--- src/rtl/pba_pkg.sv ---
// Shared types and constants of the page bitmap allocator.
`default_nettype none

package pba_pkg;

    // One bitmap word holds the used bits of this many pages.
    localparam int WORD_W = 32;
    localparam int WBIT_W = 5;

    // Byte offset bits of a 4 KiB page.
    localparam int PAGE_SHIFT = 12;

    // A 32-bit byte count rounds up to at most 2^20 pages, so page numbers and
    // run lengths of a request need 21 bits.
    localparam int REQ_W = 32 - PAGE_SHIFT + 1;
    localparam int RUN_W = REQ_W;

    // Request modes.
    localparam logic [1:0] MODE_ALLOC = 2'd0;
    localparam logic [1:0] MODE_FREE  = 2'd1;
    localparam logic [1:0] MODE_QUERY = 2'd2;

    // Outcome of searching one bitmap word for a free run.
    typedef struct packed {
        logic              found;
        logic [WBIT_W-1:0] bit_idx;
        logic [RUN_W-1:0]  run_out;
    } t_scan_res;

endpackage

`default_nettype wire

--- src/rtl/pba_range_mask.sv ---
// Mask of the pages of one bitmap word that fall inside a page range.
`default_nettype none

module pba_range_mask #(
    parameter int WADDR_W = 7
) (
    input  wire logic [WADDR_W-1:0]        i_word,
    input  wire logic [pba_pkg::REQ_W-1:0] i_lo,
    input  wire logic [pba_pkg::REQ_W-1:0] i_hi,
    output logic      [pba_pkg::WORD_W-1:0] o_mask
);

    logic [pba_pkg::REQ_W-1:0] base;

    assign base = pba_pkg::REQ_W'({i_word, {pba_pkg::WBIT_W{1'b0}}});

    // A bit is set when its page lies in [lo, hi).
    always_comb begin
        logic [pba_pkg::REQ_W-1:0] pg;
        o_mask = '0;
        pg     = '0;
        for (int b = 0; b < pba_pkg::WORD_W; b++) begin
            pg        = base + pba_pkg::REQ_W'(b);
            o_mask[b] = (pg >= i_lo) && (pg < i_hi);
        end
    end

endmodule

`default_nettype wire

--- config.mk ---
export PLATFORM = sky130hd
export DESIGN_NAME = pba_range_mask
export DESIGN_NICKNAME = d
export VERILOG_FILES = /design/src/rtl/pba_pkg.sv /design/src/rtl/pba_range_mask.sv
export SDC_FILE = /design/constraint.sdc
export NUM_CORES = 1
export LEC_CHECK = 0
export ABC_CLOCK_PERIOD_IN_PS = 2200
export BUFFER_PORTS_ARGS = -buffer_cell sky130_fd_sc_hd__buf_4
export CORE_MARGIN = 10
export CORE_UTILIZATION = 42
export DETAILED_ROUTE_END_ITERATION = 16
export GPL_TIMING_DRIVEN = 0
export PLACE_DENSITY = 0.8
export SLEW_MARGIN = 20
export SYNTH_ARGS = -nofsm -noshare
export SYNTH_HDL_FRONTEND = slang
export SYNTH_SLANG_ARGS = --single-unit
--- constraint.sdc ---
create_clock -name vclk -period 2.2
set_input_delay 0.44 -clock vclk [all_inputs]
set_output_delay 0.44 -clock vclk [all_outputs]
set_load 0.01 [all_outputs]
==> results by stage, run 1 <==
Logic synthesis:
- The sequential cell area fraction in the yosys report is 0%.
- In this run the mean area of a mapped cell was 6.377 um^2.
- The top cell type by area accounts for 17.01% of the synthesized area.
- The main combinational cell family by area after synthesis is compound AO/OA/AOI/OAI gates.
- The cell with the most instances after synthesis is sky130_fd_sc_hd__nand2_1.
- Ranked by total cell area, the synthesized netlist is headed by sky130_fd_sc_hd__a221oi_1 17%, sky130_fd_sc_hd__ha_1 14%, sky130_fd_sc_hd__nand2_1 10%.
- The number of nets in the synthesized netlist is 283.
- By count the netlist is led by 37 x sky130_fd_sc_hd__nand2_1, 27 x sky130_fd_sc_hd__a221oi_1, 23 x sky130_fd_sc_hd__o21ai_0.
- The basic-gate share of the synthesized area counting and, or, nand and nor cells is 31.77%.
- The number of distinct library cells after synthesis is 40.
- For this run, the number of Yosys warnings is 0.
- After Yosys synthesis, full adders, half adders and majority gates account for 14.40% of the synthesized area.
- The share of synthesized area spent on multiplexers is 0%.
- The post-synthesis cell count is 218.
- The post-synthesis compound-gate area fraction is 42.30%.
- sky130_fd_sc_hd__a221oi_1 takes more of the synthesized area than any other cell.
- The synthesized-area fraction occupied by xor and xnor cells is 0%.
- The total standard cell area after synthesis is 1390 um^2.

STA:
- The type of pin the worst path ends at is a primary output.
- The final worst endpoint reported by repair_timing after global routing is o_mask[16].

Die:
- The initial utilization of the core area, before any placement, comes to 44.80%.
- The die is 77.53 um tall.
- In this run the count of I/O pins placed on the die edge is 81.
- After floorplanning, the core was divided into 20 placement rows.
- The horizontal die dimension is 77.53 um.

Clock network:
- Buffers inserted to repair hold after CTS numbered 0.

Placement:
- The count of buffers from port buffering is 79.
- The congestion estimate from routability-driven global placement came to 0.9252.
- Detailed placement ended at an HPWL of 5.507 mm.

Status:
- The run stopped with a tool error.
- The flow halted during 5_1_grt.
- The tool reported: "[ERROR DPL-0038] Utilization greater than 100%, impossible to legalize".

Global route:
- Entering global routing, the biggest net connects 11 pins.
==> stage by stage <==
step                      setup TNS (ns)  util [%]  setup WS [ns]  std cells  area, um^2
after floorplan                   -3.915         -        -0.2592        218        1964
after global placement            -16.83     84.19        -0.7218        341        2613
after detailed placement          -17.76     84.19        -0.7720        341        2613
after CTS                         -13.41     94.15        -0.4710        355        2922
==> cells by family after synthesis <==
| kind of cell | Yosys count |
|---|---|
| buffers and inverters | 36 |
| AO/OA/AOI/OAI | 82 |
| adder cells (fa/ha/maj) | 16 |
| AND/OR/NAND/NOR | 84 |
==> what timing repair did <==
item | 4_1_cts
endpoints found under the setup margin | 32
pin swaps | 29
cloned | 3
buffers inserted | 11
gates resized for setup | 34
==> inputs of run 2 (changes only) <==
--- a/config.mk
+++ b/config.mk
@@ -5,13 +5,13 @@
 export SDC_FILE = /design/constraint.sdc
 export NUM_CORES = 1
 export LEC_CHECK = 0
-export ABC_CLOCK_PERIOD_IN_PS = 2200
+export ABC_CLOCK_PERIOD_IN_PS = 2900
 export BUFFER_PORTS_ARGS = -buffer_cell sky130_fd_sc_hd__buf_4
-export CORE_MARGIN = 10
-export CORE_UTILIZATION = 42
+export CORE_AREA = 10 10 71 73
 export DETAILED_ROUTE_END_ITERATION = 16
+export DIE_AREA = 0 0 81 83
 export GPL_TIMING_DRIVEN = 0
-export PLACE_DENSITY = 0.8
+export PLACE_DENSITY_LB_ADDON = 0.15
 export SLEW_MARGIN = 20
 export SYNTH_ARGS = -nofsm -noshare
 export SYNTH_HDL_FRONTEND = slang
==> constraint.sdc (replaced) <==
create_clock -name vclk -period 2.9
set_input_delay 0.58 -clock vclk [all_inputs]
set_output_delay 0.58 -clock vclk [all_outputs]
set_load 0.01 [all_outputs]
==> results by stage, run 2 <==
Status:
- The run finished, with violations left.
- The final reports fail on negative setup slack.

Placement:
- In this run the cell area measured after placement is 2043 um^2.
- At the end of routability-driven placement, the weighted congestion stood at 0.9083.
- The HPWL reported at the end of detailed placement is 4.665 mm.
- OpenSTA, run right after detailed placement, puts the worst setup slack at -0.2757 ns.
- The count of buffers from port buffering is 79.

Logic synthesis:
- The count of synthesis-stage warnings from yosys is 0.
- Counting every net in the synthesized netlist gives 283.
- Summing every instance area after synthesis gives 1390 um^2.
- The cell type with the highest aggregate area in the netlist is sky130_fd_sc_hd__a221oi_1.
- Ranked by instance count, the synthesized netlist is headed by 37 x sky130_fd_sc_hd__nand2_1, 27 x sky130_fd_sc_hd__a221oi_1, 23 x sky130_fd_sc_hd__o21ai_0.
- The area share of the largest cell type after synthesis is 17.01%.
- The post-synthesis cell count is 218.
- Sorting the synthesized cells by area gives the leading types as sky130_fd_sc_hd__a221oi_1 17%, sky130_fd_sc_hd__ha_1 14%, sky130_fd_sc_hd__nand2_1 10%.
- The cell with the most instances after synthesis is sky130_fd_sc_hd__nand2_1.
- The number of distinct library cells after synthesis is 40.
- The mean instance size in the synthesized netlist is 6.377 um^2.
- For this run, the register share of the synthesized area comes to 0%.

Setup path:
- The signal on the critical path passes through buf_4 > inv_2 > ha_4 > nand3_4 > buf_4 > nor2_1 > o21ai_2 > o31a_4 > buf_4 > a221oi_1 > buf_4.
- The family with the most delay on the worst path is compound AO/OA/AOI/OAI gates.
- The data arrival time at the worst-slack endpoint is 2.34 ns.
- The slowest stage of the critical path is the sky130_fd_sc_hd__a221oi_1 cell.
- The most frequent cell on the critical path is sky130_fd_sc_hd__buf_4.
- The maximum fanout count along the critical path is 8.
- The largest stage delay on the critical path is 0.31 ns.
- Data on the critical path is required at its endpoint by 2.32 ns.
- The worst setup path is of the in2out kind.
- STA classifies the critical path endpoint as an output port.
- The kind of launch point of the worst setup path is an input port.
- The count of buffer and inverter cells on the critical path is 5.

Die:
- The area of the core is 3633 um^2.
- The number of I/O pins is 81.
- The die covers 6723 um^2.
- The site row count is 22.
- The initial standard-cell utilization of the core is 38.26%.
- The floorplan step set the die width to 81 um.
- The floorplan step set the die height to 83 um.

Final layout:
- The number of sequential cells is 0.
- The layout net count is 376.
- In the layout the commonest cells are 74 x sky130_fd_sc_hd__buf_4, 34 x sky130_fd_sc_hd__nand2_1, 18 x sky130_fd_sc_hd__buf_6.
- The most common library cell in the layout ignoring fill and taps is sky130_fd_sc_hd__buf_4.
- The layout overhead on the synthesized area is 96.76%.
- Measured on the finished design, the core utilization comes to 75.28%.
- The number of antenna diodes in the final layout is 0.
- The ratio of cells with drive above 1 in the final layout is 54.69%.
- The fill cell total of the finished layout is 278.
- In the finished layout, the clock tree contains a buffer count of 0.
- Summing all non-filler instances in the final layout gives an area of 2735 um^2.
- Across the whole layout, storage elements account for 0 um^2.

Routing:
- The final antenna-violating net count is 0.
- The initial DRC count is 236.
- Summed over all layers, the routed wires come to 6.728 mm.
- In the routed design, unresolved DRC markers number 0.
- The via count is 2142.
- Dividing the detail-routed wire length by the instance count gives 18.85 um.
- Using the TritonRoute via totals, the vias-per-cell ratio works out to 6.000.
- The number of iterations in the first detailed-routing pass is 5.

STA:
- Setup repair after global routing could not meet its margin everywhere.
- The time the final worst path needs with I/O delays and setup is 2.916 ns.
- For the pin with the worst max-slew slack, the measured transition is 0.4775 ns.
- The share of the cycle needed by the critical path after routing is 100.6%.
- The max-slew violation count is 0.
- The max-slew headroom at the worst pin is 68.17%.
- Based on the critical path, the design can be clocked at up to 342.9 MHz.
- Setup violations remaining at the end of the flow were counted as 2.
- The worst-case setup margin in the final layout is -0.01650 ns.
- The number of hold-slack violations in the final timing report is 0.

Power and ir drop:
- The leakage power is 1.138 nW.
- VDD sags by at most 60.71 uV.
- The power per cell area is 81.59 nW/um^2.

Worst hold path:
- In this run the worst hold path is classified as in2out.

Global route:
- The number of antenna violations at the first check in global routing is 0.
- Global routing finished with a remaining overflow of 0.
- The total routing usage reported by global routing is 16.83%.
- Entering global routing, the biggest net connects 11 pins.
- The first global-routing pass estimated 9.749 mm of wire.
- The via count of the first global-routing pass is 2045.

Run:
- Across the run, the number of max-cap violations was 0.

Clock network:
- The cts-stage hold buffer count is 0.
==> run 2: per-layer routing <==
layer  part of all wire, %  track usage [%]  wire length (um)
met1                    39            22.65              2619
met2                    49            26.22              3294
met3                    12            5.496               784
met4                  0.43            1.095                29
met5                     0                0                 0
==> run 2: cell type report <==
cell class                      instances  area [um^2]  share of cell area [%]
Inverter                               20        82.58                   3.019
Tap cell                               48        60.06                   2.196
Multi-Input combinational cell        182         1690                   61.80
Timing Repair Buffer                   91        775.7                   28.36
Buffer                                 16        126.4                   4.620
==> run 2: metrics by stage <==
step	cells	power (W)	TNS (ns)	hold slack (ns)
floorplan	218	0.00008210	0	1.300
CTS	351	0.0001849	-0.1162	1.563
detailed placement	345	0.0001596	-6.443	1.565
finish	357	0.0002232	-0.02937	1.570
global route	357	0.0002448	-1.093	1.598
global placement	345	0.0001586	-6.626	1.563
==> run 2: report_power, final <==
group	switching [W]	leakage (nW)	internal, W
logic	0.000117	1.14	0.000106
registers	0	0	0
clock network	0	0	0
==> run 2: what timing repair did <==
item,CTS,global route
resized for setup,61,60
endpoints found under the setup margin,31,31
pin swaps,18,22
gates cloned,1,1
buffers inserted,5,5
==> run 2: kinds of logic after synthesis <==
| group | synth area share, % |
|---|---|
| adder cells (fa/ha/maj) | 14.40 |
| AO/OA/AOI/OAI | 42.31 |
| buffers and inverters | 11.52 |
| AND/OR/NAND/NOR | 31.77 |
==> run 2: worst paths after layout <==
kind | from | to | slack [ns] | cells after the start
min | i_hi[0] | o_mask[6] | 1.57 | 4
max | i_lo[11] | o_mask[10] | -0.02 | 11
Power figures use the tool's default switching activity.
==> inputs of run 3 (changes only) <==
--- a/config.mk
+++ b/config.mk
@@ -6,10 +6,10 @@
 export NUM_CORES = 1
 export LEC_CHECK = 0
 export ABC_CLOCK_PERIOD_IN_PS = 2900
-export BUFFER_PORTS_ARGS = -buffer_cell sky130_fd_sc_hd__buf_4
 export CORE_AREA = 10 10 71 73
 export DETAILED_ROUTE_END_ITERATION = 16
 export DIE_AREA = 0 0 81 83
+export DONT_BUFFER_PORTS = 1
 export GPL_TIMING_DRIVEN = 0
 export PLACE_DENSITY_LB_ADDON = 0.15
 export SLEW_MARGIN = 20
==> constraint.sdc (replaced) <==
create_clock -name vclk -period 2.9
set_input_delay 0.87 -clock vclk [all_inputs]
set_output_delay 0.87 -clock vclk [all_outputs]
set_load 0.01 [all_outputs]
==> results by stage, run 3 (synthesis gave the netlist of run 2 again) <==
Status:
- The run finished, with violations left.
- The final reports fail on negative setup slack.

Routing:
- The via-per-instance ratio is 6.741.
- Wires add up to 7.111 mm.
- The initial DRC count is 328.
- The final antenna-violating net count is 0.
- The pre-antenna-repair detailed-routing pass consisted of 8 iterations.
- After detailed routing, the number of remaining DRC violations is 0.
- The wire length per cell is 24.52 um.
- The via count is 1955.

Placement:
- The weighted congestion reported at the end of routability-driven placement is 0.9281.
- Summed over all nets, the half-perimeter wirelength after detailed placement is 5.016 mm.
- The placement-stage cell area is 2024 um^2.
- Timing analysis after detailed placement gives a worst setup slack of -0.6662 ns.
- The count of buffers from port buffering is 0.

Final layout:
- The clock buffer count in the final layout is 0.
- The design area is 2650 um^2.
- The fill cell total of the finished layout is 259.
- Registers take 0 um^2.
- The number of sequential cells is 0.
- Measured on the finished design, the core utilization comes to 72.93%.
- The antenna diode count is 0.
- The library cell used most frequently in the layout, excluding fill and tap cells, is sky130_fd_sc_hd__nand2_1.
- In the layout the commonest cells are 37 x sky130_fd_sc_hd__nand2_1, 25 x sky130_fd_sc_hd__a221oi_4, 15 x sky130_fd_sc_hd__buf_4.
- The layout net count is 309.
- Summing all multi-input logic gate instances after layout gives 2011 um^2.
- The ratio of cells with drive above 1 in the final layout is 47.52%.
- The layout overhead on the synthesized area is 90.64%.

STA:
- Once routing completed, OpenROAD measured the worst setup slack at -0.3880 ns.
- The worst pin sits at a relative slew slack of 66.06%.
- The max-slew violation count came to 0.
- Setup violations remaining at the end of the flow were counted as 32.
- The maximum frequency from static timing analysis is 304.1 MHz.
- In the finished design, the share of the clock period the worst path needs comes to 113.4%.
- The slew at the pin closest to its max-slew limit is 0.5072 ns.
- The time the final worst path needs with I/O delays and setup is 3.288 ns.
- Setup repair after global routing could not meet its margin everywhere.
- The number of hold-slack violations in the final timing report is 0.

Global route:
- The wire length of the first global-routing pass is 10.44 mm.
- The via count of the first global-routing pass was 1912.
- The total routing usage reported by global routing is 18.44%.
- Entering global routing, the biggest net connects 11 pins.
- The global route total overflow is 0.
- The number of antenna violations at the first check in global routing is 0.

Setup path:
- The capture point of the critical path is o_mask[23].
- Data on the critical path arrives at its endpoint at 2.42 ns.
- The critical path start-end classification is in2out.
- The data required time of the critical path is 2.03 ns.
- The kind of end point of the critical path is an output port.
- Tracing the worst setup path back leads to its startpoint at i_lo[11].
- The maximum fanout count along the critical path is 10.
- The worst setup path is launched from an input port.

Die:
- Row generation in the floorplan step produced 22 rows.
- The initial utilization of the core area, before any placement, comes to 38.26%.
- 81 I/O pins were placed.
- After floorplanning, the core was sized to cover 3633 um^2.
- The vertical extent of the die is 83 um.
- The horizontal die dimension is 81 um.
- The die covers 6723 um^2.

Power and ir drop:
- Summed over all cells, the static leakage comes to 0.8192 nW.
- For this design the ratio of total power to cell area is 62.70 nW/um^2.
- The peak supply drop is 69.80 uV.

Run:
- The number of maximum-capacitance constraint violations is 0.

Worst hold path:
- The tightest min-delay check is of the in2out type.
## run 3: worst min path at each step
stage / startpoint / end / slack (ns) / cells past startpoint
floorplan: i_hi[0] / o_mask[6] / 1.87 / 2
global placement: i_hi[0] / o_mask[6] / 1.88 / 2
global route: i_hi[0] / o_mask[6] / 1.94 / 2
finish: i_hi[0] / o_mask[6] / 1.93 / 2
detailed placement: i_hi[0] / o_mask[6] / 1.89 / 2
CTS: i_hi[0] / o_mask[6] / 1.92 / 2
## run 3: critical path: stages
cell	delay (ns)
sky130_fd_sc_hd__inv_12	0.01
sky130_fd_sc_hd__ha_4	0.26
sky130_fd_sc_hd__nand3_4	0.10
sky130_fd_sc_hd__or2_4	0.27
sky130_fd_sc_hd__o31a_4	0.37
sky130_fd_sc_hd__buf_12	0.19
sky130_fd_sc_hd__a221oi_4	0.33
## run 3: layout make-up
cell class         instances  area share, %
plain buffers             16          6.516
repair buffers            24          9.679
multi-input cells        182          75.87
well taps                 48          2.266
inverters                 20          5.666
## run 3: timing repair
action	CTS	global route
pin swaps	14	21
hold buffers	0	0
cloned	1	3
gates resized for setup	36	28
buffers inserted	10	10
endpoints found under the setup margin	32	32
## run 3: per-layer routing
metal  track usage (%)  vias to the layer above  share of wire [%]
met5                 0                        -                  0
met2             31.99                      122                 49
met1             21.86                      942                 38
li1                  -                      875                  -
met4             2.034                        0                2.1
met3             5.819                       16                 11
## run 3: per-stage QoR
step                TNS [ns]  hold slack (ns)  std cells  total power (W)
finish                -10.42            1.935        290        0.0001662
global route          -12.56            1.938        290        0.0001829
CTS                   -10.49            1.919        277        0.0001542
detailed placement    -15.52            1.888        266        0.0001443
global placement      -14.61            1.882        266        0.0001390
floorplan             -8.875            1.868        218        0.0001163
## run 3: power breakdown
part | total (W) | internal (W) | leakage [nW] | switching (W)
logic | 0.000166 | 0.0000656 | 0.819 | 0.000101
registers | 0 | 0 | 0 | 0
clock network | 0 | 0 | 0 | 0
